**src/rtl/core/rgbwf_pkg.sv**
```systemverilog
`default_nettype none
package rgbwf_pkg;

  localparam int ChannelBitsDef = 8;
  localparam int ColW           = 8;
  localparam int SpanW          = 16;
  localparam int GainW          = 9;
  localparam int IntervalW      = 8;
  localparam int ReqW           = 3;
  localparam int DutyW          = 8;
  localparam int CfgIdxW        = 8;
  localparam int CfgDataW       = 9;
  localparam int InDataW        = 3 * ColW + SpanW;
  localparam int OutDataW       = 4 * DutyW;
  localparam int OutUserW       = 2;

  localparam logic [IntervalW-1:0] StepIntervalRst = 8'd10;
  localparam logic [GainW-1:0]     GainRst         = 9'd256;

  typedef enum logic [ReqW-1:0] {
    ReqTick     = 3'd0,
    ReqSet      = 3'd1,
    ReqFade     = 3'd2,
    ReqFlashOn  = 3'd3,
    ReqFlashOff = 3'd4
  } req_e;

  typedef enum logic [CfgIdxW-1:0] {
    CfgStepInterval = 8'd0,
    CfgGain         = 8'd1
  } cfg_idx_e;

endpackage
`default_nettype wire

```
**src/rtl/core/rgbw_led_fade_flash_controller_core.sv**
```systemverilog
// tick, set, flash and unknown commands pass through the load, scale and output states
// after the input transfer; a fade command first runs four serial divisions (the step
// count, then one per channel) in the bit-serial divider before taking the same path
// one item at a time: the next item is taken once this one's result sits in the output register,
// so a stalled output also holds off the next input transfer
// the results come from the bit-serial divider and the shift-add brightness scaler
// rst_ni is asynchronous, active low; all state returns to its reset values at once
`default_nettype none
module rgbw_led_fade_flash_controller_core import rgbwf_pkg::*; #(
  parameter int CHANNEL_BITS = ChannelBitsDef
) (
  input  wire logic                 clk_i,
  input  wire logic                 rst_ni,
  input  wire logic                 s_axis_tvalid_i,
  output      logic                 s_axis_tready_o,
  // red_value, green_value, blue_value, span_ms
  input  wire logic [InDataW-1:0]   s_axis_tdata_i,
  // req_type
  input  wire logic [ReqW-1:0]      s_axis_tuser_i,
  output      logic                 m_axis_tvalid_o,
  input  wire logic                 m_axis_tready_i,
  // duty_red, duty_green, duty_blue, duty_white
  output      logic [OutDataW-1:0]  m_axis_tdata_o,
  // is_fading, flash_lit
  output      logic [OutUserW-1:0]  m_axis_tuser_o,
  input  wire logic                 cfg_valid_i,
  output      logic                 cfg_ready_o,
  input  wire logic [CfgIdxW-1:0]   cfg_index_i,
  input  wire logic [CfgDataW-1:0]  cfg_data_i
);

  localparam int CB = CHANNEL_BITS;
  localparam int LW = CB + 8;
  localparam int DW = (LW > SpanW) ? LW : SpanW;
  localparam int XW = (CB > ColW) ? CB : ColW;
  localparam logic [CB-1:0] ChanMax  = '1;
  localparam logic [LW-1:0] LevelMax = {ChanMax, 8'h00};
  localparam logic [1:0]    LastCh   = 2'd2;

  typedef enum logic [2:0] {
    ST_IDLE,
    ST_STEPS,
    ST_QGO,
    ST_QUOT,
    ST_LOAD,
    ST_SCALE,
    ST_OUT
  } state_e;

  state_e                 state_q;
  logic [2:0][LW-1:0]     level_q;
  logic [2:0][LW:0]       step_q;
  logic [2:0][CB-1:0]     target_q;
  logic [SpanW-1:0]       steps_left_q;
  logic                   fade_active_q;
  logic [SpanW-1:0]       ms_q;
  logic                   flash_en_q;
  logic                   flash_ph_q;
  logic [2:0][CB-1:0]     flash_col_q;
  logic [SpanW-1:0]       flash_period_q;
  logic [IntervalW-1:0]   si_q;
  logic [GainW-1:0]       gain_q;
  logic [2:0][CB-1:0]     col_q;
  logic [SpanW-1:0]       steps_q;
  logic [1:0]             ch_q;
  logic                   m_valid_q;
  logic [OutDataW-1:0]    m_data_q;
  logic [OutUserW-1:0]    m_user_q;

  logic                   s_accept;
  req_e                   req;
  logic [2:0][ColW-1:0]   col_raw;
  logic [2:0][CB-1:0]     col_in;
  logic [SpanW-1:0]       span_in;
  logic [IntervalW-1:0]   iv_eff;
  logic [SpanW-1:0]       span_eff;

  logic [2:0][LW+1:0]     sum_v;
  logic [2:0][LW-1:0]     lvl_step;
  logic [2:0][LW-1:0]     tk_level;
  logic [SpanW-1:0]       tk_sl;
  logic                   tk_fa;
  logic                   tk_ph;
  logic [SpanW-1:0]       tk_ms;

  logic [LW:0]            diff;
  logic                   diff_neg;
  logic [LW:0]            diff_abs;
  logic [LW:0]            step_new;

  logic                   div_start;
  logic [DW-1:0]          div_dividend;
  logic [SpanW-1:0]       div_divisor;
  logic                   div_done;
  logic [DW-1:0]          div_quo;

  logic [LW-1:0]          w01;
  logic [LW-1:0]          wmin;
  logic                   scale_done;
  logic [3:0][DutyW-1:0]  duty;

  function automatic logic [CB-1:0] sat_col(logic [ColW-1:0] c);
    logic [XW-1:0] cx;
    cx = XW'(c);
    return (cx > XW'(ChanMax)) ? ChanMax : cx[CB-1:0];
  endfunction

  assign s_axis_tready_o = (state_q == ST_IDLE);
  assign s_accept        = s_axis_tvalid_i && s_axis_tready_o;
  assign req             = req_e'(s_axis_tuser_i);
  assign col_raw[0]      = s_axis_tdata_i[ColW-1:0];
  assign col_raw[1]      = s_axis_tdata_i[2*ColW-1:ColW];
  assign col_raw[2]      = s_axis_tdata_i[3*ColW-1:2*ColW];
  assign span_in         = s_axis_tdata_i[InDataW-1:3*ColW];
  assign cfg_ready_o     = 1'b1;

  always_comb begin
    for (int i = 0; i < 3; i++) begin
      col_in[i] = sat_col(col_raw[i]);
    end
  end

  assign iv_eff   = (si_q == '0) ? IntervalW'(1) : si_q;
  assign span_eff = (span_in < SpanW'(iv_eff)) ? SpanW'(iv_eff) : span_in;

  // one fade step per channel, clamped to the level range
  always_comb begin
    for (int i = 0; i < 3; i++) begin
      sum_v[i] = {2'b00, level_q[i]} - {step_q[i][LW], step_q[i]};
      if (sum_v[i][LW+1]) begin
        lvl_step[i] = '0;
      end else if (sum_v[i][LW:0] > {1'b0, LevelMax}) begin
        lvl_step[i] = LevelMax;
      end else begin
        lvl_step[i] = sum_v[i][LW-1:0];
      end
    end
  end

  always_comb begin
    tk_level = level_q;
    tk_sl    = steps_left_q;
    tk_fa    = fade_active_q;
    tk_ph    = flash_ph_q;
    tk_ms    = (ms_q != '1) ? (ms_q + 1'b1) : ms_q;
    if (fade_active_q && (tk_ms >= SpanW'(iv_eff))) begin
      if (steps_left_q != '0) begin
        tk_level = lvl_step;
        tk_sl    = steps_left_q - 1'b1;
        if (tk_sl == '0) begin
          for (int i = 0; i < 3; i++) begin
            tk_level[i] = {target_q[i], 8'h00};
          end
        end
      end else begin
        tk_fa = 1'b0;
      end
      tk_ms = '0;
    end
    if (flash_en_q && (tk_ms >= flash_period_q)) begin
      tk_ph = !flash_ph_q;
      for (int i = 0; i < 3; i++) begin
        tk_level[i] = tk_ph ? {flash_col_q[i], 8'h00} : '0;
      end
      tk_ms = '0;
    end
  end

  // signed per-step amount for the channel under division
  always_comb begin
    diff     = {1'b0, level_q[ch_q]} - {1'b0, col_q[ch_q], 8'h00};
    diff_neg = diff[LW];
    diff_abs = diff_neg ? (~diff + 1'b1) : diff;
    step_new = diff_neg ? (~{1'b0, div_quo[LW-1:0]} + 1'b1) : {1'b0, div_quo[LW-1:0]};
  end

  always_comb begin
    div_start    = (s_accept && (req == ReqFade)) || (state_q == ST_QGO);
    div_dividend = (state_q == ST_QGO) ? DW'(diff_abs[LW-1:0]) : DW'(span_eff);
    div_divisor  = (state_q == ST_QGO) ? steps_q : SpanW'(iv_eff);
  end

  rgbwf_div #(
    .DW(DW)
  ) u_div (
    .clk_i,
    .rst_ni,
    .start_i    (div_start),
    .dividend_i (div_dividend),
    .divisor_i  (div_divisor),
    .done_o     (div_done),
    .quotient_o (div_quo)
  );

  assign w01  = (level_q[1] < level_q[0]) ? level_q[1] : level_q[0];
  assign wmin = (level_q[2] < w01) ? level_q[2] : w01;

  rgbwf_scale #(
    .CHANNEL_BITS(CHANNEL_BITS)
  ) u_scale (
    .clk_i,
    .rst_ni,
    .start_i (state_q == ST_LOAD),
    .level_i ({wmin, level_q[2], level_q[1], level_q[0]}),
    .gain_i  (gain_q),
    .done_o  (scale_done),
    .duty_o  (duty)
  );

  always_ff @(posedge clk_i or negedge rst_ni) begin
    if (!rst_ni) begin
      state_q        <= ST_IDLE;
      level_q        <= '0;
      step_q         <= '0;
      target_q       <= '0;
      steps_left_q   <= '0;
      fade_active_q  <= 1'b0;
      ms_q           <= '0;
      flash_en_q     <= 1'b0;
      flash_ph_q     <= 1'b0;
      flash_col_q    <= '0;
      flash_period_q <= '0;
      si_q           <= StepIntervalRst;
      gain_q         <= GainRst;
      col_q          <= '0;
      steps_q        <= '0;
      ch_q           <= '0;
      m_valid_q      <= 1'b0;
      m_data_q       <= '0;
      m_user_q       <= '0;
    end else begin
      if (cfg_valid_i) begin
        case (cfg_idx_e'(cfg_index_i))
          CfgStepInterval: si_q <= cfg_data_i[IntervalW-1:0];
          CfgGain:         gain_q <= cfg_data_i[GainW-1:0];
          default: ;
        endcase
      end
      if (m_valid_q && m_axis_tready_i && (state_q != ST_OUT)) begin
        m_valid_q <= 1'b0;
      end
      case (state_q)
        ST_IDLE: begin
          if (s_accept) begin
            col_q   <= col_in;
            state_q <= ST_LOAD;
            case (req)
              ReqTick: begin
                level_q       <= tk_level;
                steps_left_q  <= tk_sl;
                fade_active_q <= tk_fa;
                ms_q          <= tk_ms;
                flash_ph_q    <= tk_ph;
              end
              ReqSet: begin
                fade_active_q <= 1'b0;
                flash_en_q    <= 1'b0;
                for (int i = 0; i < 3; i++) begin
                  level_q[i] <= {col_in[i], 8'h00};
                end
              end
              ReqFade: begin
                state_q <= ST_STEPS;
              end
              ReqFlashOn: begin
                flash_period_q <= span_in;
                flash_en_q     <= 1'b1;
                for (int i = 0; i < 3; i++) begin
                  flash_col_q[i] <= level_q[i][LW-1:8];
                end
              end
              ReqFlashOff: begin
                flash_en_q <= 1'b0;
              end
              default: ;
            endcase
          end
        end
        ST_STEPS: begin
          if (div_done) begin
            steps_q <= div_quo[SpanW-1:0];
            ch_q    <= '0;
            state_q <= ST_QGO;
          end
        end
        ST_QGO: begin
          state_q <= ST_QUOT;
        end
        ST_QUOT: begin
          if (div_done) begin
            step_q[ch_q]   <= step_new;
            target_q[ch_q] <= col_q[ch_q];
            if (ch_q == LastCh) begin
              steps_left_q  <= steps_q;
              fade_active_q <= 1'b1;
              state_q       <= ST_LOAD;
            end else begin
              ch_q    <= ch_q + 1'b1;
              state_q <= ST_QGO;
            end
          end
        end
        ST_LOAD: begin
          state_q <= ST_SCALE;
        end
        ST_SCALE: begin
          if (scale_done) begin
            state_q <= ST_OUT;
          end
        end
        ST_OUT: begin
          if (!m_valid_q || m_axis_tready_i) begin
            m_valid_q <= 1'b1;
            m_data_q  <= duty;
            m_user_q  <= {flash_en_q & flash_ph_q, fade_active_q};
            state_q   <= ST_IDLE;
          end
        end
        default: begin
          state_q <= ST_IDLE;
        end
      endcase
    end
  end

  assign m_axis_tvalid_o = m_valid_q;
  assign m_axis_tdata_o  = m_data_q;
  assign m_axis_tuser_o  = m_user_q;

endmodule
`default_nettype wire

```
**src/rtl/core/rgbwf_div.sv**
```systemverilog
`default_nettype none
module rgbwf_div import rgbwf_pkg::*; #(
  parameter int DW = ChannelBitsDef + 8
) (
  input  wire logic                clk_i,
  input  wire logic                rst_ni,
  input  wire logic                start_i,
  input  wire logic [DW-1:0]       dividend_i,
  input  wire logic [SpanW-1:0]    divisor_i,
  output      logic                done_o,
  output      logic [DW-1:0]       quotient_o
);

  localparam int CntW = $clog2(DW);

  logic              busy_q;
  logic              done_q;
  logic [CntW-1:0]   cnt_q;
  logic [DW-1:0]     quo_q;
  logic [SpanW:0]    rem_q;
  logic [SpanW-1:0]  den_q;
  logic [SpanW:0]    rem_sh;
  logic              fits;
  logic [SpanW:0]    rem_nx;

  // one quotient bit per cycle, restoring
  always_comb begin
    rem_sh = {rem_q[SpanW-1:0], quo_q[DW-1]};
    fits   = rem_sh >= {1'b0, den_q};
    rem_nx = fits ? (rem_sh - {1'b0, den_q}) : rem_sh;
  end

  always_ff @(posedge clk_i or negedge rst_ni) begin
    if (!rst_ni) begin
      busy_q <= 1'b0;
      done_q <= 1'b0;
      cnt_q  <= '0;
      quo_q  <= '0;
      rem_q  <= '0;
      den_q  <= '0;
    end else begin
      done_q <= 1'b0;
      if (start_i) begin
        busy_q <= 1'b1;
        cnt_q  <= '0;
        quo_q  <= dividend_i;
        rem_q  <= '0;
        den_q  <= divisor_i;
      end else if (busy_q) begin
        rem_q <= rem_nx;
        quo_q <= {quo_q[DW-2:0], fits};
        cnt_q <= cnt_q + 1'b1;
        if (cnt_q == CntW'(DW - 1)) begin
          busy_q <= 1'b0;
          done_q <= 1'b1;
        end
      end
    end
  end

  assign done_o     = done_q;
  assign quotient_o = quo_q;

endmodule
`default_nettype wire

```
**src/rtl/core/rgbwf_scale.sv**
```systemverilog
`default_nettype none
module rgbwf_scale import rgbwf_pkg::*; #(
  parameter int CHANNEL_BITS = ChannelBitsDef
) (
  input  wire logic                                   clk_i,
  input  wire logic                                   rst_ni,
  input  wire logic                                   start_i,
  input  wire logic [3:0][CHANNEL_BITS+7:0]           level_i,
  input  wire logic [GainW-1:0]                       gain_i,
  output      logic                                   done_o,
  output      logic [3:0][DutyW-1:0]                  duty_o
);

  localparam int LW   = CHANNEL_BITS + 8;
  localparam int AW   = LW + GainW;
  localparam int CntW = $clog2(GainW);
  localparam logic [CHANNEL_BITS-1:0] ChanMax = '1;

  logic                  busy_q;
  logic                  done_q;
  logic [CntW-1:0]       cnt_q;
  logic [GainW-1:0]      gain_q;
  logic [3:0][LW-1:0]    val_q;
  logic [3:0][AW-1:0]    acc_q;
  logic [3:0][CHANNEL_BITS:0]   hi;
  logic [3:0][CHANNEL_BITS-1:0] dsat;

  // shift-add over the gain bits, msb first, four lanes side by side
  always_ff @(posedge clk_i or negedge rst_ni) begin
    if (!rst_ni) begin
      busy_q <= 1'b0;
      done_q <= 1'b0;
      cnt_q  <= '0;
      gain_q <= '0;
      val_q  <= '0;
      acc_q  <= '0;
    end else begin
      done_q <= 1'b0;
      if (start_i) begin
        busy_q <= 1'b1;
        cnt_q  <= '0;
        gain_q <= gain_i;
        val_q  <= level_i;
        acc_q  <= '0;
      end else if (busy_q) begin
        for (int i = 0; i < 4; i++) begin
          acc_q[i] <= {acc_q[i][AW-2:0], 1'b0}
                    + (gain_q[GainW-1] ? AW'(val_q[i]) : AW'(0));
        end
        gain_q <= {gain_q[GainW-2:0], 1'b0};
        cnt_q  <= cnt_q + 1'b1;
        if (cnt_q == CntW'(GainW - 1)) begin
          busy_q <= 1'b0;
          done_q <= 1'b1;
        end
      end
    end
  end

  always_comb begin
    for (int i = 0; i < 4; i++) begin
      hi[i]     = acc_q[i][AW-1:16];
      dsat[i]   = (hi[i] > {1'b0, ChanMax}) ? ChanMax : hi[i][CHANNEL_BITS-1:0];
      duty_o[i] = DutyW'(dsat[i]);
    end
  end

  assign done_o = done_q;

endmodule
`default_nettype wire
```
**config.mk**
```make
export PLATFORM = sky130hd
export DESIGN_NAME = rgbw_led_fade_flash_controller_core
export DESIGN_NICKNAME = d
export VERILOG_FILES = /design/src/rtl/core/rgbwf_pkg.sv /design/src/rtl/core/rgbw_led_fade_flash_controller_core.sv /design/src/rtl/core/rgbwf_div.sv /design/src/rtl/core/rgbwf_scale.sv
export SDC_FILE = /design/constraint.sdc
export NUM_CORES = 2
export LEC_CHECK = 0
export BUFFER_PORTS_ARGS = -buffer_cell sky130_fd_sc_hd__buf_2
export CAP_MARGIN = 5
export CORE_UTILIZATION = 58
export DETAILED_ROUTE_END_ITERATION = 8
export GPL_TIMING_DRIVEN = 0
export PLACE_DENSITY = 0.78
export SLEW_MARGIN = 0
export SYNTH_ARGS = -nofsm -noshare
export SYNTH_HDL_FRONTEND = slang
export SYNTH_HIERARCHICAL = 1
export SYNTH_SLANG_ARGS = --single-unit
```
**constraint.sdc**
```tcl
create_clock -name clk_i -period 4.9 [get_ports clk_i]
set_input_delay 0.49 -clock clk_i [delete_from_list [all_inputs] [get_ports clk_i]]
set_output_delay 0.49 -clock clk_i [all_outputs]
set_load 0.05 [all_outputs]
```
# --- Yosys cells after proc, flatten, opt, wreduce, memory -nomap -nowiden ---
# Cells that the tools add are included.
# Widths: inputs -> output; s select.
word_totals:
  ff_bits: 528
  out_inout_bits: 37
  input_bits: 65
  word_cells: 255
op_classes:
  muxes: 101
  n_reduce_logical: 39
  magnitude_cmp: 18
  bitwise_logic: 3
  eq_ne: 31
  n_addsub: 16
op_table:
  columns: ["operator", "count"]
  rows:
  - ["$mux 16", 34]
  - ["$mux 100", 2]
  - ["$mux 48", 4]
  - ["$add 25x25->25", 4]
  - ["$pmux 48 s2", 1]
  - ["$mux 8", 10]
  - ["$sub 17x17->18", 3]
  - ["$bwmux 51", 1]
  - ["$gt 17x16->1 const B", 3]
  - ["$gt 9x8->1 const B", 4]
  - ["$demux 17 s2", 1]
  - ["$mux 17", 2]
  - ["$add 16x1->16 const B", 2]
  - ["$bmux 16 s2", 1]
  - ["$lt 16x16->1", 2]
  - ["$pmux 16 s2", 1]
  - ["$bwmux 24", 1]
  - ["$gt 8x8->1 const B", 3]
  - ["$mux 3", 7]
  - ["$pmux 3 s7", 1]
  - ["$mux 1", 20]
  - ["$mux 9", 2]
  - ["$add 17x1->17 const B", 1]
  - ["$ge 17x16->1", 1]
  - ["44 further kinds", 97]

# --- Logic depth before layout (Yosys ltp) ---
logic_depth:
  depth_word: 9
  depth_mapped: 26

# --- Modules after synthesis ---
# The synthesis kept the hierarchy.
modules_own_cells:
  columns: ["mod", "area_each_um2", "seq_area_each_um2", "instances", "cells_each"]
  rows:
  - ["rgbw_led_fade_flash_controller_core", 19368.6, 7385.8, 1, 2225]
  - ["rgbwf_scale", 11453.5, 4479.3, 1, 1232]
  - ["rgbwf_div", 3288.2, 1351.3, 1, 363]

# --- Worst setup path after synthesis ---
# Ideal clock, no wire load.
synth_timing:
  kind: "register to register"
  startpoint: "register ms_q[0]"
  endpoint: "register level_q[14] (netlist bit)"
  path_slack_ps: -358
  setup_ps: 130
  required_ps: 4770
  path_stages_with_launch: 27
  t_arrival_ps: 5128
  path_cell_list: "dfrtp_1 ha_1 nand2_1 nor3_1 nand2_1 nand2b_1 nor2_1 xnor2_1 inv_1 ha_1 o2111ai_1 o21ai_0 a21oi_1 a21oi_1 clkbuf_1 nor2_1 ha_1 a21o_1 a21oi_1 o22ai_1 o211ai_1 a31oi_1 clkbuf_1 clkbuf_1 o21ai_0 o2111ai_1 a31oi_1"
synth_between:
  elab_chain_cells: 9
  elab_cells_between_ends: 13
  cone_classes: "add/sub: 1; order compare: 2; eq/ne: 3; mux: 4; reduce/logical: 3"
synth_rtl:
  columns: ["element", "line_no", "text"]
  rows:
  - ["start: declaration", "rgbw_led_fade_flash_controller_core.sv:56", "logic [SpanW-1:0] ms_q;"]
  - ["start signal: assignment", "rgbw_led_fade_flash_controller_core.sv:252", "ms_q <= tk_ms;"]
  - ["$add 16x1->16 or $ne 16x16->1 (tied branches)", "rgbw_led_fade_flash_controller_core.sv:145", "tk_ms = (ms_q != '1) ? (ms_q + 1'b1) : ms_q;"]
  - ["$mux 16 (*)", "rgbw_led_fade_flash_controller_core.sv:145", null]
  - ["$ge 16x8->1", "rgbw_led_fade_flash_controller_core.sv:146", "if (fade_active_q && (tk_ms >= SpanW'(iv_eff))) begin"]
  - ["$logic_and 1x1->1", "rgbw_led_fade_flash_controller_core.sv:146", null]
  - ["$mux 16", "rgbw_led_fade_flash_controller_core.sv:146", null]
  - ["$ge 16x16->1", "rgbw_led_fade_flash_controller_core.sv:160", "if (flash_en_q && (tk_ms >= flash_period_q)) begin"]
  - ["$logic_and 1x1->1", "rgbw_led_fade_flash_controller_core.sv:160", null]
  - ["$ne 3x3->1 (no line) or $mux 48 (tied branches)", null, null]
  - ["$reduce_and 5->1 (no line) or $pmux 48 s2 (tied branches)", null, null]
  - ["end signal: assignment", "rgbw_led_fade_flash_controller_core.sv:249", "level_q <= tk_level;"]
  - ["end signal: indexed assignment", "rgbw_led_fade_flash_controller_core.sv:259", "level_q[i] <= {col_in[i], 8'h00};"]
  - ["end: declaration", "rgbw_led_fade_flash_controller_core.sv:51", "logic [2:0][LW-1:0] level_q;"]
# Every way passes the cells marked *; elsewhere a longest branch is shown, timed or not.
# A chain may end at the register's enable or synchronous reset.

# --- Worst setup path after layout ---
layout_timing:
  startpoint: "register ms_q[12]"
  endpoint: "register level_q[25] (netlist bit)"
# The elaborated chain is that of the path after synthesis.

==> out/metrics.sh <==
FLOORPLAN.INITIALDENSITY_PCT=58.9
WORST_R2R_STARTPOINT='ms_q[12]$_DFFE_PN0P_'
FILLER_CELL_COUNT=4520
GP_ROUTABILITY_CONGESTION=1.01
SYNTH_TO_FINAL_AREA_CHANGE_PCT=16.5
SETUP_VIOL=62
MAXSLEWVIOLCOUNT=0
LAYOUT.CELLS.NON_FILLER=4858
GROUTE.LAYER.MET2.USAGE_PCT=57.0
SYNTH-ADDER-AREA-SHARE_PCT=8.01
SYNTH_SIMPLE_GATE_AREA_SHARE_PCT=17.8
SYNTH_LARGEST_AREA_CELL='sky130_fd_sc_hd__dfrtp_1'
FINALWORSTPATHREQUIREDPERIOD_PS=5180
POST_SYNTH_INSTANCE_AREA_MM2=0.0341
WHS_PS=43.7
VIAS_IN_THE_FIRST_GLOBAL_ROUTE=29600
POST_DRT_VIA_CELL_RATIO=6.47
GRT_FIRST_PASS_WIRELENGTH_UM=169000
TIMING_WORST_SLEW_PIN_VALUE_PS=1410
CRIT_PATH_START_KIND='flip-flop'
CLK_PATH_BUF_DEPTH=3
DP.CELLS=4690
P_PER_AREA_mW_PER_MM2=240
HPWL_UM=80400
LEAKAGEPOWER_uW=0.0188
GR-MAX-USAGE-LAYER='met2'
PLACEMENTROWS=88
FINAL_LAYOUT_SIZE_SUFFIX_GT1_SHARE_PCT=17.6
SYNTH_COMPOUND_AREA_SHARE_PCT=19.1
YOSYSWARNINGS=6
SYNTH_FP_NETS=4098
CRITPATHKIND='reg -> reg'
RSZ0062_AT_GRT='true'
DESIGN_AREA_MM2=0.0397
CRITICAL_PATH_ARRIVAL_PS=5750
H-TREE-DEPTH=2
SYNTH_TOP_FAMILY_BY_AREA='compound AO/OA/AOI/OAI gates'
FMAX_MHz=193
POSTROUTEWIRELENGTH_UM=113000
DIEAREA_MM2=0.0598
POWER.IR.VDD_WORST_mV=0.290
YS_ASYNC_SR_FRACTION_PCT=100
SLEW_HEADROOM_PCT=5.01
NUMBER_OF_MAXIMUM_CAPACITANCE_VIOLATIONS=0
CELL_AREA_AFTER_PLACEMENT_MM2=0.0357
CTS_BUFFERS=58
MIN-DELAY-START='s_axis_tdata_i[15]'
CLK_LAT_WORST_SKEW_PS=660
GLOBAL_ROUTE.USAGE.TOTAL_PCT=36.4
POST_SYNTH_MUX_AREA_SHARE_PCT=8.04
FP.COREAREA_MM2=0.0579
FINAL_STANDARD_CELL_UTILIZATION_OF_THE_CORE_PCT=68.6
CLOCK_SKEW_AFTER_LAYOUT_PS=34.5
POSTROUTEANTENNANETS=0
GRT_OVERFLOW_TOTAL=0
PRECTSSETUPSLACK_PS=-1590
TIMING.REG2REG.WORST_PATH_DEPTH=25
TIMING.RR.END='level_q[25]$_DFFE_PN0P_'
ROUTE.VIAS.TOTAL=31400
SYNTHESIS.AREA_PER_INSTANCE_UM2=8.93
YS_TOP_CELLS_BY_AREA='sky130_fd_sc_hd__dfrtp_1, sky130_fd_sc_hd__ha_1, sky130_fd_sc_hd__o21ai_0, sky130_fd_sc_hd__nand2_1, sky130_fd_sc_hd__mux2_2'
CRITICAL_PATH.MAX_FANOUT=7
WORST_EP_REQUIRED_TIME_PS=5470
ANTENNA_FOUND_INITIAL=2
IO_PINS=102
CTS_TREE='yes'
USE_MET1_PCT=47.1
INITIALDRTVIOLATIONCOUNT=3073
MIN-DELAY-PATH-CLASS='in -> reg'
CLK_PIN_SLEW_WORST_PATHS_PS=70
WIRE_PER_INST_UM=23.4
PORT_BUFFERS=100
CTS.SINKS=528
CRITICAL_PATH.ENDPOINT_TYPE='flip-flop'
FIN_CRIT_SH_PCT=106
POST-ROUTE-DRC-COUNT=0
REG2REG_SETUP_SLACK_PS=-280
SYNTH_CELLS=3820
NUMBER_OF_SYNTHESIZED_FLOPS_WITH_AN_ENABLE_PIN=0
CRIT_PATH_END='level_q[25]$_DFFE_PN0P_'
DIE_H_UM=245
USE_MET3_PCT=7.95
YOSYS.AREA_SHARE.XOR_XNOR_PCT=3.80
CRIT_PATH_START='ms_q[12]$_DFFE_PN0P_'
GRT_START_MAX_NET_PINS=128
HORIZONTAL_EXTENT_OF_THE_DIE_UM=245
STATUS='finished with violations'
SETUP_SLACK_PS=-279
TIMING_HOLD_VIOLATIONS_FINAL=0
DETAILEDROUTE.FIRSTPASSITERATIONCOUNT=9
POSTSYNTHREGISTERBITS=528
VIOLATIONS='setup timing'
POST-SYNTH-TOP-AREA-FRACTION_PCT=38.5
CTS.ROOT.BUFFER_CELL='sky130_fd_sc_hd__clkbuf_16'
NNETSFINAL=4322
YS_SEQ_AREA_SHARE_PCT=38.7
SYNTHFLOPTYPE='sky130_fd_sc_hd__dfrtp_1'
SYNTH.LIB_CELLS_USED.DISTINCT=106
## placed cells by master (no fill, tap or decap), types with 80 or more instances in the layout
cell / n
sky130_fd_sc_hd__inv_1: 202
sky130_fd_sc_hd__mux2_2: 152
sky130_fd_sc_hd__dfrtp_1: 508
sky130_fd_sc_hd__xnor2_1: 80
sky130_fd_sc_hd__a21oi_1: 208
sky130_fd_sc_hd__nand3_1: 83
sky130_fd_sc_hd__ha_1: 195
sky130_fd_sc_hd__mux2i_1: 99
sky130_fd_sc_hd__o21ai_0: 319
sky130_fd_sc_hd__nor2_1: 245
sky130_fd_sc_hd__clkbuf_1: 129
sky130_fd_sc_hd__and2_1: 81
sky130_fd_sc_hd__buf_2: 106
sky130_fd_sc_hd__nand2_1: 447
## synth_stat cells, types with 82 or more instances
master	n
sky130_fd_sc_hd__xnor2_1	85
sky130_fd_sc_hd__clkbuf_1	140
sky130_fd_sc_hd__and2_1	82
sky130_fd_sc_hd__nor2_1	257
sky130_fd_sc_hd__a21oi_1	223
sky130_fd_sc_hd__mux2i_1	103
sky130_fd_sc_hd__mux2_2	152
sky130_fd_sc_hd__nand2_1	465
sky130_fd_sc_hd__o21ai_0	349
sky130_fd_sc_hd__inv_1	205
sky130_fd_sc_hd__dfrtp_1	525
sky130_fd_sc_hd__ha_1	204
sky130_fd_sc_hd__nand3_1	88
## worst max-delay path, stage by stage (launching register included)
cell	delay [ps]
sky130_fd_sc_hd__dfrtp_1	520
sky130_fd_sc_hd__nand4_4	190
sky130_fd_sc_hd__nor2_4	210
sky130_fd_sc_hd__nand2_4	120
sky130_fd_sc_hd__and3_4	240
sky130_fd_sc_hd__xor2_4	260
sky130_fd_sc_hd__ha_4	250
sky130_fd_sc_hd__a21o_1	170
sky130_fd_sc_hd__a211oi_2	170
sky130_fd_sc_hd__o21ai_1	110
sky130_fd_sc_hd__a21oi_2	230
sky130_fd_sc_hd__a21oi_4	110
sky130_fd_sc_hd__buf_8	170
sky130_fd_sc_hd__nor2_4	100
sky130_fd_sc_hd__ha_4	210
sky130_fd_sc_hd__a21o_1	190
sky130_fd_sc_hd__a21oi_2	120
sky130_fd_sc_hd__o22ai_1	110
sky130_fd_sc_hd__o211ai_1	260
sky130_fd_sc_hd__a31oi_4	130
sky130_fd_sc_hd__buf_12	180
sky130_fd_sc_hd__o311ai_4	400
sky130_fd_sc_hd__buf_6	250
sky130_fd_sc_hd__buf_6	130
sky130_fd_sc_hd__nor4_2	40
sky130_fd_sc_hd__a211oi_2	220
## where the power goes
part           switching, µW  leakage (µW)  internal (µW)
Combinational            162        0.0109           54.5
Sequential              10.1       0.00685           4370
Clock                   1990       0.00102           2940
Total                   2160        0.0188           7370
## layout make-up
type | instances | area, µm² | area share (%)
tap | 765 | 957 | 2.41
timing repair buffer | 165 | 1260 | 3.18
sequential | 528 | 13200 | 33.3
buffer | 180 | 926 | 2.33
multi-input combinational | 2906 | 20500 | 51.5
inverter | 205 | 782 | 1.97
clock buffer | 72 | 1590 | 3.99
antenna | 1 | 2.50 | 0.00630
clock inverter | 36 | 539 | 1.36
## stage by stage
step	setup TNS [ps]	power, µW
CTS	-1520	9540
detailed placement	-127700	4670
finish	-9810	9530
floorplan	0	4500
global placement	-4114500	4660
global route	-17130	9760
## worst min-delay path by stage
stage / to / slack (ps) / cells past startpoint
after global routing: col_q[6]$_DFFE_PN0P_ / 70 / 3
after detailed placement: col_q[5]$_DFFE_PN0P_ / 460 / 2
after CTS: col_q[15]$_DFFE_PN0P_ / 30 / 3
final: col_q[15]$_DFFE_PN0P_ / 40 / 3
after global placement: flash_col_q[0]$_DFFE_PN0P_ / 450 / 2
after floorplan: ch_q[0]$_DFFE_PN0P_ / 190 / 0
## registers in the layout (all words and copies together) (netlist names), 24 cells and up
name,count
u_scale/val_q,64
m_axis_tdata_o,32
level_q,48
step_q,51
u_scale/acc_q,100
flash_col_q,24
col_q,24
target_q,24
## routing by layer
| layer | part of all wire, % | wire length (µm) |
|---|---|---|
| met1 | 39 | 43900 |
| met2 | 45 | 51000 |
| met3 | 9.9 | 11200 |
| met4 | 6.5 | 7370 |
| met5 | 0.0079 | 9 |
## logic make-up (layout without fill, tap and decap cells)
| family | Yosys count | count (layout) |
|---|---|---|
| AO/OA/AOI/OAI | 1028 | 1028 |
| XOR/XNOR | 148 | 148 |
| adder cells (fa/ha/maj) | 213 | 213 |
| buffers and inverters | 386 | 658 |
| flip-flops | 528 | 528 |
| multiplexers | 255 | 255 |
| other | 1 | 2 |
| AND/OR/NAND/NOR | 1261 | 1261 |
## timing repair
item,in CTS,in global routing
pin swaps,18,72
resized for setup,109,232
setup endpoints to repair,144,131
cloned,2,5
hold endpoints to repair,101,0
buffers inserted,33,22
hold buffers,1,0
(Power assumes the default switching activity.)
